$ cat src/sv/mmq_pkg.sv
// ----------------------------------------------------------------------------
// mmq_pkg
// Shared codes and control types of the min/max int8 quantizer.
// ----------------------------------------------------------------------------
package mmq_pkg;

   // request type codes
   localparam logic REQ_OBSERVE  = 1'b0;
   localparam logic REQ_QUANTIZE = 1'b1;

   // result kind codes
   localparam logic KIND_SCALE = 1'b0;
   localparam logic KIND_CODE  = 1'b1;

   // quotient bits for a code: enough to see anything above 128
   localparam int QUANT_QUOT_BITS = 9;

   // saturation limits of the int8 code, as quotient magnitudes
   localparam logic [QUANT_QUOT_BITS-1:0] CODE_POS_LIMIT = 9'd127;
   localparam logic [QUANT_QUOT_BITS-1:0] CODE_NEG_LIMIT = 9'd128;

   // full-range span of the int8 code
   localparam logic [7:0] RANGE_DIVISOR = 8'd255;

   // top level sequencer
   typedef enum logic [2:0] {
      ST_IDLE   = 3'b001,
      ST_PREP   = 3'b010,
      ST_DIVIDE = 3'b100
   } state_type;

   // min/max tracker control
   typedef struct packed {
      logic update;
      logic close;
   } obs_cmd_type;

   // divider control
   typedef struct packed {
      logic start;
      logic full_len;
   } div_cmd_type;

endpackage

$ cat src/sv/mmq_req_if.sv
// ----------------------------------------------------------------------------
// mmq_req_if
// Request channel of the quantizer: valid/ready with one sample word.
// ----------------------------------------------------------------------------
interface mmq_req_if #(
   parameter int SAMPLE_WIDTH = 32
);
   logic                           valid;
   logic                           ready;
   logic                           req_type;
   logic signed [SAMPLE_WIDTH-1:0] sample;
   logic                           last;

   modport source (output valid, output req_type, output sample, output last, input ready);
   modport sink   (input valid, input req_type, input sample, input last, output ready);
endinterface

$ cat src/sv/mmq_rsp_if.sv
// ----------------------------------------------------------------------------
// mmq_rsp_if
// Response channel of the quantizer: valid/ready with a scale or a code word.
// ----------------------------------------------------------------------------
interface mmq_rsp_if #(
   parameter int SCALE_WIDTH = 25
);
   logic                   valid;
   logic                   ready;
   logic                   kind;
   logic [SCALE_WIDTH-1:0] scale_out;
   logic signed [7:0]      code;

   modport source (output valid, output kind, output scale_out, output code, input ready);
   modport sink   (input valid, input kind, input scale_out, input code, output ready);
endinterface

$ cat src/sv/min_max_int8_quantizer_unit.sv
// ----------------------------------------------------------------------------
// min_max_int8_quantizer_unit
// Per-tensor int8 quantizer: observe pass finds min/max and the scale,
// quantize pass divides each sample by the scale with rounding and clamping.
//
//   channel  dir  handshake     word
//   req_if   in   valid/ready   req_type, sample, last
//   rsp_if   out  valid/ready   kind, scale_out, code
//
// An observe word without last is taken with no result.
// A quantize word reaches a result through operand setup, the divider steps
// for the code quotient bits and the output load; a closing observe word divides
// for every scale bit on the bit-serial divider, which handles one quotient bit a cycle.
// The result sits in an output register, so a new word is taken while it waits;
// a stalled result holds the divider only at the point of the next load.
// Reset is synchronous and gives scale 1.0 and a closed pass.
// ----------------------------------------------------------------------------
module min_max_int8_quantizer_unit import mmq_pkg::*; #(
   parameter int SAMPLE_WIDTH = 32,
   parameter int FRAC_BITS    = 16
) (
   input  logic        clock,
   input  logic        reset,
   mmq_req_if.sink     req_if,
   mmq_rsp_if.source   rsp_if
);

   localparam int SCALE_WIDTH = SAMPLE_WIDTH - 7;
   localparam int DIV_WIDTH   = SAMPLE_WIDTH + 2;
   localparam int OPND_WIDTH  = SAMPLE_WIDTH + 3;
   localparam logic [SCALE_WIDTH-1:0] ONE_FIXED = SCALE_WIDTH'(64'd1 << FRAC_BITS);

   state_type                      state_ff, state_in;
   logic signed [SAMPLE_WIDTH-1:0] sample_ff, sample_in;
   logic                           type_ff, type_in;
   logic [SCALE_WIDTH-1:0]         scale_ff, scale_in;
   logic                           rsp_valid_ff, rsp_valid_in;
   logic                           rsp_kind_ff, rsp_kind_in;
   logic [SCALE_WIDTH-1:0]         rsp_scale_ff, rsp_scale_in;
   logic [7:0]                     rsp_code_ff, rsp_code_in;

   logic                           req_fire;
   obs_cmd_type                    obs_cmd;
   div_cmd_type                    div_cmd;
   logic [SAMPLE_WIDTH:0]          range_val;
   logic                           range_zero;
   logic [DIV_WIDTH-1:0]           dividend;
   logic [DIV_WIDTH-1:0]           divisor;
   logic                           div_busy;
   logic [SCALE_WIDTH-1:0]         quotient;
   logic [SCALE_WIDTH-1:0]         eff_scale;
   logic signed [OPND_WIDTH-1:0]   twice_sample;
   logic signed [OPND_WIDTH-1:0]   scale_wide;
   logic signed [OPND_WIDTH-1:0]   num_wide;
   logic [QUANT_QUOT_BITS-1:0]     q_mag;
   logic [QUANT_QUOT_BITS-1:0]     q_neg;
   logic [7:0]                     code_val;
   logic [SCALE_WIDTH-1:0]         scale_val;
   logic                           slot_free;

   assign req_fire     = req_if.valid && req_if.ready;
   assign req_if.ready = (state_ff == ST_IDLE);

   // min/max tracking on observe words
   assign obs_cmd.update = req_fire && (req_if.req_type == REQ_OBSERVE);
   assign obs_cmd.close  = req_if.last;

   mmq_range #(
      .SAMPLE_WIDTH (SAMPLE_WIDTH)
   ) u_mmq_range (
      .clock      (clock),
      .reset      (reset),
      .cmd        (obs_cmd),
      .sample     (req_if.sample),
      .range_val  (range_val),
      .range_zero (range_zero)
   );

   // divider operands: range/255, or (2|s| + scale) / (2 scale)
   assign eff_scale    = (scale_ff == '0) ? SCALE_WIDTH'(1) : scale_ff;
   assign twice_sample = OPND_WIDTH'($signed({sample_ff, 1'b0}));
   assign scale_wide   = $signed({{(OPND_WIDTH-SCALE_WIDTH){1'b0}}, eff_scale});
   assign num_wide     = sample_ff[SAMPLE_WIDTH-1] ? (scale_wide - twice_sample)
                                                   : (scale_wide + twice_sample);

   always_comb begin
      if (type_ff == REQ_QUANTIZE) begin
         dividend = num_wide[DIV_WIDTH-1:0];
         divisor  = DIV_WIDTH'({eff_scale, 1'b0});
      end else begin
         dividend = DIV_WIDTH'(range_val);
         divisor  = DIV_WIDTH'(RANGE_DIVISOR);
      end
   end

   assign div_cmd.start    = (state_ff == ST_PREP);
   assign div_cmd.full_len = (type_ff == REQ_OBSERVE);

   mmq_serial_div #(
      .DIV_WIDTH  (DIV_WIDTH),
      .QUOT_WIDTH (SCALE_WIDTH)
   ) u_mmq_serial_div (
      .clock    (clock),
      .reset    (reset),
      .cmd      (div_cmd),
      .dividend (dividend),
      .divisor  (divisor),
      .busy     (div_busy),
      .quotient (quotient)
   );

   // clamp the code magnitude and apply the sign
   always_comb begin
      if (sample_ff[SAMPLE_WIDTH-1]) begin
         q_mag    = (quotient[QUANT_QUOT_BITS-1:0] > CODE_NEG_LIMIT) ? CODE_NEG_LIMIT
                                                                  : quotient[QUANT_QUOT_BITS-1:0];
         q_neg    = '0 - q_mag;
         code_val = q_neg[7:0];
      end else begin
         q_mag    = (quotient[QUANT_QUOT_BITS-1:0] > CODE_POS_LIMIT) ? CODE_POS_LIMIT
                                                                  : quotient[QUANT_QUOT_BITS-1:0];
         q_neg    = '0;
         code_val = q_mag[7:0];
      end
   end

   // scale with the zero-range and one-lsb floor cases
   always_comb begin
      if (range_zero)             scale_val = ONE_FIXED;
      else if (quotient == '0)    scale_val = SCALE_WIDTH'(1);
      else                        scale_val = quotient;
   end

   assign slot_free = !rsp_valid_ff || rsp_if.ready;

   // sequencer and output word
   always_comb begin
      state_in     = state_ff;
      sample_in    = sample_ff;
      type_in      = type_ff;
      scale_in     = scale_ff;
      rsp_valid_in = rsp_valid_ff && !rsp_if.ready;
      rsp_kind_in  = rsp_kind_ff;
      rsp_scale_in = rsp_scale_ff;
      rsp_code_in  = rsp_code_ff;
      case (state_ff)
         ST_IDLE: begin
            if (req_fire) begin
               sample_in = req_if.sample;
               type_in   = req_if.req_type;
               if (req_if.req_type == REQ_QUANTIZE || req_if.last) state_in = ST_PREP;
            end
         end
         ST_PREP: begin
            state_in = ST_DIVIDE;
         end
         ST_DIVIDE: begin
            if (!div_busy && slot_free) begin
               rsp_valid_in = 1'b1;
               if (type_ff == REQ_QUANTIZE) begin
                  rsp_kind_in  = KIND_CODE;
                  rsp_scale_in = '0;
                  rsp_code_in  = code_val;
               end else begin
                  rsp_kind_in  = KIND_SCALE;
                  rsp_scale_in = scale_val;
                  rsp_code_in  = '0;
                  scale_in     = scale_val;
               end
               state_in = ST_IDLE;
            end
         end
         default: begin
            state_in = ST_IDLE;
         end
      endcase
   end

   // control state
   always_ff @(posedge clock) begin
      if (reset) begin
         state_ff     <= ST_IDLE;
         scale_ff     <= ONE_FIXED;
         rsp_valid_ff <= 1'b0;
      end else begin
         state_ff     <= state_in;
         scale_ff     <= scale_in;
         rsp_valid_ff <= rsp_valid_in;
      end
   end

   // payload
   always_ff @(posedge clock) begin
      sample_ff    <= sample_in;
      type_ff      <= type_in;
      rsp_kind_ff  <= rsp_kind_in;
      rsp_scale_ff <= rsp_scale_in;
      rsp_code_ff  <= rsp_code_in;
   end

   assign rsp_if.valid     = rsp_valid_ff;
   assign rsp_if.kind      = rsp_kind_ff;
   assign rsp_if.scale_out = rsp_scale_ff;
   assign rsp_if.code      = rsp_code_ff;

endmodule

$ cat src/sv/mmq_range.sv
// ----------------------------------------------------------------------------
// mmq_range
// Running minimum and maximum of the observe pass, and the range they span.
// ----------------------------------------------------------------------------
module mmq_range import mmq_pkg::*; #(
   parameter int SAMPLE_WIDTH = 32
) (
   input  logic                           clock,
   input  logic                           reset,
   input  obs_cmd_type                    cmd,
   input  logic signed [SAMPLE_WIDTH-1:0] sample,
   output logic        [SAMPLE_WIDTH:0]   range_val,
   output logic                           range_zero
);

   logic signed [SAMPLE_WIDTH-1:0] min_ff, min_in;
   logic signed [SAMPLE_WIDTH-1:0] max_ff, max_in;
   logic                           open_ff, open_in;

   // first sample of a pass starts afresh, later ones widen the bounds
   always_comb begin
      min_in  = min_ff;
      max_in  = max_ff;
      open_in = open_ff;
      if (cmd.update) begin
         if (!open_ff) begin
            min_in = sample;
            max_in = sample;
         end else begin
            if (sample < min_ff) min_in = sample;
            if (sample > max_ff) max_in = sample;
         end
         open_in = !cmd.close;
      end
   end

   always_ff @(posedge clock) begin
      if (reset) begin
         min_ff  <= '0;
         max_ff  <= '0;
         open_ff <= 1'b0;
      end else begin
         min_ff  <= min_in;
         max_ff  <= max_in;
         open_ff <= open_in;
      end
   end

   // range is never negative since max never drops below min
   assign range_val  = {max_ff[SAMPLE_WIDTH-1], max_ff} - {min_ff[SAMPLE_WIDTH-1], min_ff};
   assign range_zero = (max_ff == min_ff);

endmodule

$ cat src/sv/mmq_serial_div.sv
// ----------------------------------------------------------------------------
// mmq_serial_div
// Restoring divider, one quotient bit per cycle, shared by scale and code.
// ----------------------------------------------------------------------------
module mmq_serial_div import mmq_pkg::*; #(
   parameter int DIV_WIDTH  = 34,
   parameter int QUOT_WIDTH = 25
) (
   input  logic                  clock,
   input  logic                  reset,
   input  div_cmd_type           cmd,
   input  logic [DIV_WIDTH-1:0]  dividend,
   input  logic [DIV_WIDTH-1:0]  divisor,
   output logic                  busy,
   output logic [QUOT_WIDTH-1:0] quotient
);

   localparam int CNT_WIDTH = $clog2(QUOT_WIDTH + 1);

   logic [DIV_WIDTH-1:0]  rem_ff, rem_in;
   logic [DIV_WIDTH-1:0]  dvs_ff, dvs_in;
   logic [QUOT_WIDTH-1:0] quo_ff, quo_in;
   logic [CNT_WIDTH-1:0]  cnt_ff, cnt_in;
   logic                  busy_ff, busy_in;
   logic [DIV_WIDTH:0]    diff;
   logic                  fits;

   // trial subtract of the aligned divisor
   assign diff = {1'b0, rem_ff} - {1'b0, dvs_ff};
   assign fits = !diff[DIV_WIDTH];

   always_comb begin
      rem_in  = rem_ff;
      dvs_in  = dvs_ff;
      quo_in  = quo_ff;
      cnt_in  = cnt_ff;
      busy_in = busy_ff;
      if (cmd.start) begin
         // align divisor with the top quotient bit of the chosen length
         rem_in  = dividend;
         quo_in  = '0;
         busy_in = 1'b1;
         if (cmd.full_len) begin
            dvs_in = divisor << (QUOT_WIDTH - 1);
            cnt_in = CNT_WIDTH'(QUOT_WIDTH);
         end else begin
            dvs_in = divisor << (QUANT_QUOT_BITS - 1);
            cnt_in = CNT_WIDTH'(QUANT_QUOT_BITS);
         end
      end else if (busy_ff) begin
         if (fits) rem_in = diff[DIV_WIDTH-1:0];
         quo_in  = {quo_ff[QUOT_WIDTH-2:0], fits};
         dvs_in  = dvs_ff >> 1;
         cnt_in  = cnt_ff - CNT_WIDTH'(1);
         busy_in = (cnt_ff != CNT_WIDTH'(1));
      end
   end

   // control state
   always_ff @(posedge clock) begin
      if (reset) begin
         busy_ff <= 1'b0;
         cnt_ff  <= '0;
      end else begin
         busy_ff <= busy_in;
         cnt_ff  <= cnt_in;
      end
   end

   // datapath shift registers
   always_ff @(posedge clock) begin
      rem_ff <= rem_in;
      dvs_ff <= dvs_in;
      quo_ff <= quo_in;
   end

   assign busy     = busy_ff;
   assign quotient = quo_ff;

endmodule

$ cat src/flat_wrapper.sv
// flat-port wrapper written by rule: the top's interface ports become plain ports
module min_max_int8_quantizer_unit_flat import mmq_pkg::*;
#(
   parameter int SAMPLE_WIDTH = 32,
   parameter int FRAC_BITS    = 16
)
  (clock, reset, req_if_valid, req_if_req_type, req_if_sample, req_if_last, req_if_ready, rsp_if_valid, rsp_if_kind, rsp_if_scale_out, rsp_if_code, rsp_if_ready);
  mmq_req_if #(.SAMPLE_WIDTH(SAMPLE_WIDTH)) req_if_i ();
  mmq_rsp_if rsp_if_i ();
  input  logic clock;
  input  logic reset;
  input wire logic [$bits(req_if_i.valid)-1:0] req_if_valid;
  input wire logic [$bits(req_if_i.req_type)-1:0] req_if_req_type;
  input wire logic [$bits(req_if_i.sample)-1:0] req_if_sample;
  input wire logic [$bits(req_if_i.last)-1:0] req_if_last;
  output wire logic [$bits(req_if_i.ready)-1:0] req_if_ready;
  output wire logic [$bits(rsp_if_i.valid)-1:0] rsp_if_valid;
  output wire logic [$bits(rsp_if_i.kind)-1:0] rsp_if_kind;
  output wire logic [$bits(rsp_if_i.scale_out)-1:0] rsp_if_scale_out;
  output wire logic [$bits(rsp_if_i.code)-1:0] rsp_if_code;
  input wire logic [$bits(rsp_if_i.ready)-1:0] rsp_if_ready;
  assign req_if_i.valid = req_if_valid;
  assign req_if_i.req_type = req_if_req_type;
  assign req_if_i.sample = req_if_sample;
  assign req_if_i.last = req_if_last;
  assign req_if_ready = req_if_i.ready;
  assign rsp_if_valid = rsp_if_i.valid;
  assign rsp_if_kind = rsp_if_i.kind;
  assign rsp_if_scale_out = rsp_if_i.scale_out;
  assign rsp_if_code = rsp_if_i.code;
  assign rsp_if_i.ready = rsp_if_ready;
  min_max_int8_quantizer_unit #(.SAMPLE_WIDTH(SAMPLE_WIDTH), .FRAC_BITS(FRAC_BITS)) u_core (.clock(clock), .reset(reset), .req_if(req_if_i), .rsp_if(rsp_if_i));
endmodule
$ cat config.mk
export PLATFORM = sky130hd
export DESIGN_NAME = min_max_int8_quantizer_unit_flat
export DESIGN_NICKNAME = d
export VERILOG_FILES = /design/src/sv/mmq_pkg.sv /design/src/sv/mmq_req_if.sv /design/src/sv/mmq_rsp_if.sv /design/src/sv/min_max_int8_quantizer_unit.sv /design/src/sv/mmq_range.sv /design/src/sv/mmq_serial_div.sv /design/src/flat_wrapper.sv
export SDC_FILE = /design/constraint.sdc
export NUM_CORES = 1
export LEC_CHECK = 0
export BUFFER_PORTS_ARGS = -buffer_cell sky130_fd_sc_hd__buf_2
export CORE_MARGIN = 4
export CORE_UTILIZATION = 55
export CTS_CLUSTER_SIZE = 25
export DETAILED_ROUTE_END_ITERATION = 12
export PLACE_DENSITY = 0.73
export SYNTH_ARGS = -nofsm -noshare
export SYNTH_HDL_FRONTEND = slang
export SYNTH_SLANG_ARGS = --single-unit
$ cat constraint.sdc
create_clock -name clock -period 7.8 [get_ports clock]
set_clock_uncertainty 0.15 [all_clocks]
set_input_delay 1.56 -clock clock [delete_from_list [all_inputs] [get_ports clock]]
set_output_delay 1.56 -clock clock [all_outputs]
set_load 0.05 [all_outputs]
==> impl_metrics.prom <==
# TYPE chip_impl_metric gauge
chip_impl_metric{name="layout_worst_path_cycle_share",unit="%"} 58.6
chip_impl_metric{name="final_nets",unit=""} 2162
chip_impl_metric{name="diodes",unit=""} 0
chip_impl_info{name="tritoncts",value="built"} 1
chip_impl_metric{name="top_cell_type_s_share_of_synthesized_area",unit="%"} 22.9
chip_impl_metric{name="static-leakage-power",unit="nW"} 7.63
chip_impl_metric{name="maxSlewViolCount",unit=""} 0
chip_impl_metric{name="row_count",unit=""} 65
chip_impl_info{name="synth_largest_area_cell",value="sky130_fd_sc_hd__edfxtp_1"} 1
chip_impl_metric{name="timing.critical_path.arrival",unit="ns"} 4.68
chip_impl_metric{name="gpl_wtd_cong",unit=""} 0.955
chip_impl_info{name="critical_path.startpoint_type",value="flip-flop"} 1
chip_impl_info{name="cpLargestDelayFamily",value="simple AND/OR/NAND/NOR gates"} 1
chip_impl_metric{name="mappedNetlistArea",unit="mm²"} 0.0177
chip_impl_metric{name="h_tree_depth_reported_by_cts",unit=""} 1
chip_impl_metric{name="vias",unit=""} 14281
chip_impl_metric{name="vias_per_cell",unit=""} 5.97
chip_impl_info{name="status",value="completed"} 1
chip_impl_metric{name="postLayoutCoreUtil",unit="%"} 60.8
chip_impl_metric{name="chipWidth",unit="µm"} 187
chip_impl_metric{name="drt_first_iter_violations",unit=""} 898
chip_impl_info{name="synth_common_cells",value="sky130_fd_sc_hd__a21oi_1 (169), sky130_fd_sc_hd__ha_1 (155), sky130_fd_sc_hd__edfxtp_1 (135), sky130_fd_sc_hd__inv_1 (132), sky130_fd_sc_hd__nor2_1 (128)"} 1
chip_impl_metric{name="synthesis.area_per_instance",unit="µm²"} 9.06
chip_impl_metric{name="global_route.overflow_total",unit=""} 0
chip_impl_metric{name="irDropWorstVdd",unit="mV"} 0.192
chip_impl_info{name="postSynth.topFlopCell",value="sky130_fd_sc_hd__edfxtp_1"} 1
chip_impl_metric{name="grt_pass1_wl",unit="µm"} 69900
chip_impl_metric{name="max_freq",unit="GHz"} 0.219
chip_impl_metric{name="ys.warnings.count",unit=""} 0
chip_impl_metric{name="clock_latency",unit="ns"} 0.56
chip_impl_metric{name="cts.hold.buffers_added",unit=""} 0
chip_impl_info{name="synth.most_common_cell",value="sky130_fd_sc_hd__a21oi_1"} 1
chip_impl_metric{name="worst_max_slew_pin_slew",unit="ns"} 1.11
chip_impl_info{name="critical_path.endpoint_type",value="flip-flop"} 1
chip_impl_metric{name="core-area",unit="mm²"} 0.0316
chip_impl_metric{name="place_hpwl",unit="µm"} 32400
chip_impl_metric{name="proportion_of_register_bits_with_asynchronous_set_or_reset_after_synthesis",unit="%"} 0
chip_impl_info{name="grt_setup_unrepaired",value="no"} 1
chip_impl_info{name="setup.worst_path.class",value="reg2reg"} 1
chip_impl_metric{name="grt_util_all_layers",unit="%"} 23.8
chip_impl_metric{name="clk_pin_slew_worst_paths",unit="ns"} 0.06
chip_impl_info{name="cell_by_cell_trace_of_the_critical_path",value="or4_4 > nor4b_4 > and2_1 > nand2_1 > o21ai_0 > xor2_1 > ha_1 > nand4_1 > nor2_1 > nand2_1 > o311a_4 > nor3b_4 > nor2_1 > o311ai_1 > a21oi_1"} 1
chip_impl_info{name="cts_root_buf",value="sky130_fd_sc_hd__clkbuf_16"} 1
chip_impl_metric{name="clock-sinks",unit=""} 260
chip_impl_metric{name="setup_tns",unit="ns"} 0
chip_impl_metric{name="postRouteWirelength",unit="µm"} 43500
chip_impl_metric{name="synth.distinct_cells",unit=""} 92
chip_impl_metric{name="post-place-ws",unit="ns"} 3.23
chip_impl_metric{name="firstDrtPassIters",unit=""} 5
chip_impl_metric{name="cellPowerDensity",unit="mW/mm²"} 192
chip_impl_metric{name="postSynthRegisterBits",unit=""} 260
chip_impl_metric{name="drc",unit=""} 0
chip_impl_metric{name="timing.final.hold_violations",unit=""} 0
chip_impl_metric{name="critical-path-max-stage-delay",unit="ns"} 0.58
chip_impl_metric{name="final-setup-viol-count",unit=""} 0
chip_impl_metric{name="synth_edf_count",unit=""} 135
chip_impl_metric{name="maxCapViolCount",unit=""} 0
chip_impl_metric{name="relSlewSlack",unit="%"} 25.7
chip_impl_metric{name="flow.area_growth_from_synthesis",unit="%"} 8.89
chip_impl_info{name="synth.top_cells.by_area",value="sky130_fd_sc_hd__edfxtp_1 (23%), sky130_fd_sc_hd__dfxtp_1 (14%), sky130_fd_sc_hd__ha_1 (11%), sky130_fd_sc_hd__a21oi_1 (4.8%), sky130_fd_sc_hd__mux2i_1 (3.7%)"} 1
chip_impl_metric{name="first_global_vias",unit=""} 13664
chip_impl_metric{name="starting_density_of_the_core",unit="%"} 55.8
chip_impl_metric{name="synth_nets",unit=""} 2144
chip_impl_metric{name="crit_required",unit="ns"} 7.91
chip_impl_metric{name="timing.critical_path.fanout_max",unit=""} 9
chip_impl_metric{name="cts_buffers",unit=""} 29
chip_impl_metric{name="maximum_number_of_pins_on_one_net_before_global_route_repair",unit=""} 133
chip_impl_info{name="crit_path_top_delay_cell",value="sky130_fd_sc_hd__or4_4"} 1
chip_impl_metric{name="synthCells",unit=""} 1949
chip_impl_metric{name="cts-root-to-sink-buffers",unit=""} 3
chip_impl_metric{name="die_h",unit="µm"} 187
chip_impl_metric{name="layout-drive-gt1-share",unit="%"} 8.34
chip_impl_info{name="min_path_type",value="reg2reg"} 1
chip_impl_metric{name="port-buffer-count",unit=""} 73
chip_impl_metric{name="post_drt_wl_per_cell",unit="µm"} 18.2
chip_impl_metric{name="final.fill_count",unit=""} 2733
chip_impl_metric{name="detail_route_antenna_nets",unit=""} 0
chip_impl_metric{name="timing.final.ws_setup",unit="ns"} 3.23
chip_impl_metric{name="worst-path-buf-inv",unit=""} 0
chip_impl_metric{name="die-area",unit="mm²"} 0.0351
chip_impl_metric{name="grt_antenna_before_repair",unit=""} 1
chip_impl_metric{name="synth_seq_area_share",unit="%"} 37.1
chip_impl_metric{name="ios",unit=""} 74
chip_impl_metric{name="post_cts_buffers",unit=""} 0
chip_impl_metric{name="finalCriticalPeriod",unit="ns"} 4.57
chip_impl_metric{name="ctsResizeCount",unit=""} 0
[cells in the final DEF (no fill, tap or decap), types with 7 or more instances in the layout]
master                      netlist  routed
sky130_fd_sc_hd__or3_1           11      11
sky130_fd_sc_hd__a211oi_1        20      20
sky130_fd_sc_hd__nor3b_1         11      11
sky130_fd_sc_hd__buf_4            1      13
sky130_fd_sc_hd__a31oi_1         25      25
sky130_fd_sc_hd__clkinv_2         0       7
sky130_fd_sc_hd__nand2_1         92      91
sky130_fd_sc_hd__edfxtp_1       135     135
sky130_fd_sc_hd__o31ai_1          8       8
sky130_fd_sc_hd__xor2_1          39      39
sky130_fd_sc_hd__xnor2_1         65      65
sky130_fd_sc_hd__and3_1          16      16
sky130_fd_sc_hd__inv_1          132     132
sky130_fd_sc_hd__and2_1          35      34
sky130_fd_sc_hd__nand3_1         66      66
sky130_fd_sc_hd__o211ai_1        13      13
sky130_fd_sc_hd__clkbuf_16        0      34
sky130_fd_sc_hd__mux2i_1         65      65
sky130_fd_sc_hd__dfxtp_1        125     125
sky130_fd_sc_hd__nand3b_1        34      34
sky130_fd_sc_hd__nor2_1         128     128
sky130_fd_sc_hd__ha_1           155     155
sky130_fd_sc_hd__o21ai_0        125     125
sky130_fd_sc_hd__nand2b_1        85      85
sky130_fd_sc_hd__nor3_1          32      32
sky130_fd_sc_hd__o21a_1          23      23
sky130_fd_sc_hd__a21o_1          59      59
sky130_fd_sc_hd__nand4_1         29      29
sky130_fd_sc_hd__o21bai_1         7       7
sky130_fd_sc_hd__a21oi_1        169     169
sky130_fd_sc_hd__nor2b_1         18      18
sky130_fd_sc_hd__or2_2            7       7
sky130_fd_sc_hd__o22ai_1          7       7
sky130_fd_sc_hd__buf_2            5      73
sky130_fd_sc_hd__nor4_1          17      17
[sequential cells by signal, summed over array words and instances (netlist names), 3 cells and up]
register	cells
u_core.u_mmq_serial_div.dvs_ff	34
u_core.u_mmq_serial_div.rem_ff	34
u_core.sample_ff	32
u_core.u_mmq_range.max_ff	32
u_core.u_mmq_range.min_ff	32
u_core.rsp_if.scale_out	25
u_core.scale_ff	25
u_core.u_mmq_serial_div.quotient	25
u_core.rsp_if.code	8
u_core.u_mmq_serial_div.cnt_ff	5
u_core.state_ff	3
[routing by layer]
metal,share of wire (%),GRT usage (%)
met1,46,33.1
met2,45,38.0
met4,4.0,9.39
met3,5.7,3.23
met5,0.030,0
[area by class of cell]
| type | count | area, µm² | share of cell area [%] |
|---|---|---|---|
| Inverter | 132 | 495 | 2.58 |
| Clock buffer | 42 | 901 | 4.68 |
| Clock inverter | 12 | 80.1 | 0.416 |
| Tap cell | 402 | 503 | 2.61 |
| Multi-Input combinational cell | 1458 | 10200 | 53.2 |
| Timing Repair Buffer | 86 | 463 | 2.41 |
| Sequential cell | 260 | 6560 | 34.1 |
[tightest hold or removal path: stages (launching register included)]
cell                       delay, ns
sky130_fd_sc_hd__dfxtp_1        0.31
sky130_fd_sc_hd__nand2b_1       0.06
sky130_fd_sc_hd__mux2i_1        0.06
[worst paths after layout]
path | from | end | slack [ns] | cells after the start
worst min-delay path | u_core.u_mmq_range.min_ff[26] | u_core.u_mmq_range.min_ff[26] | 0.32 | 2
worst max register to register | u_core.sample_ff[10] | u_core.u_mmq_serial_div.rem_ff[31] | 3.23 | 15
worst max-delay path | u_core.sample_ff[10] | u_core.u_mmq_serial_div.rem_ff[31] | 3.23 | 15
worst min register to register | u_core.u_mmq_range.min_ff[26] | u_core.u_mmq_range.min_ff[26] | 0.32 | 2
[through the flow]
stage	std cells	hold WS [ns]	instance area, µm²	power (mW)
6_report	2392	0.324	19200	3.69
5_1_grt	2392	0.344	19200	3.85
4_1_cts	2392	0.325	19200	3.71
3_5_place_dp	2338	0.311	18300	2.32
3_3_place_gp	2338	0.308	18300	2.30
2_1_floorplan	1949	0.299	17700	2.12
[cell families after synthesis]
group	synth area share, %
fa+ha+maj	11.3
simple gates	18.4
xor+xnor	5.76
buf+inv	5.01
flops	37.1
mux	3.68
compound gates	18.7
[where the power goes]
group / total [mW] / internal, mW / switching [mW]
registers: 1.54 / 1.49 / 0.0477
clock network: 1.38 / 0.807 / 0.573
logic: 0.772 / 0.307 / 0.465
No activity file was read; power rests on OpenSTA's default activity.
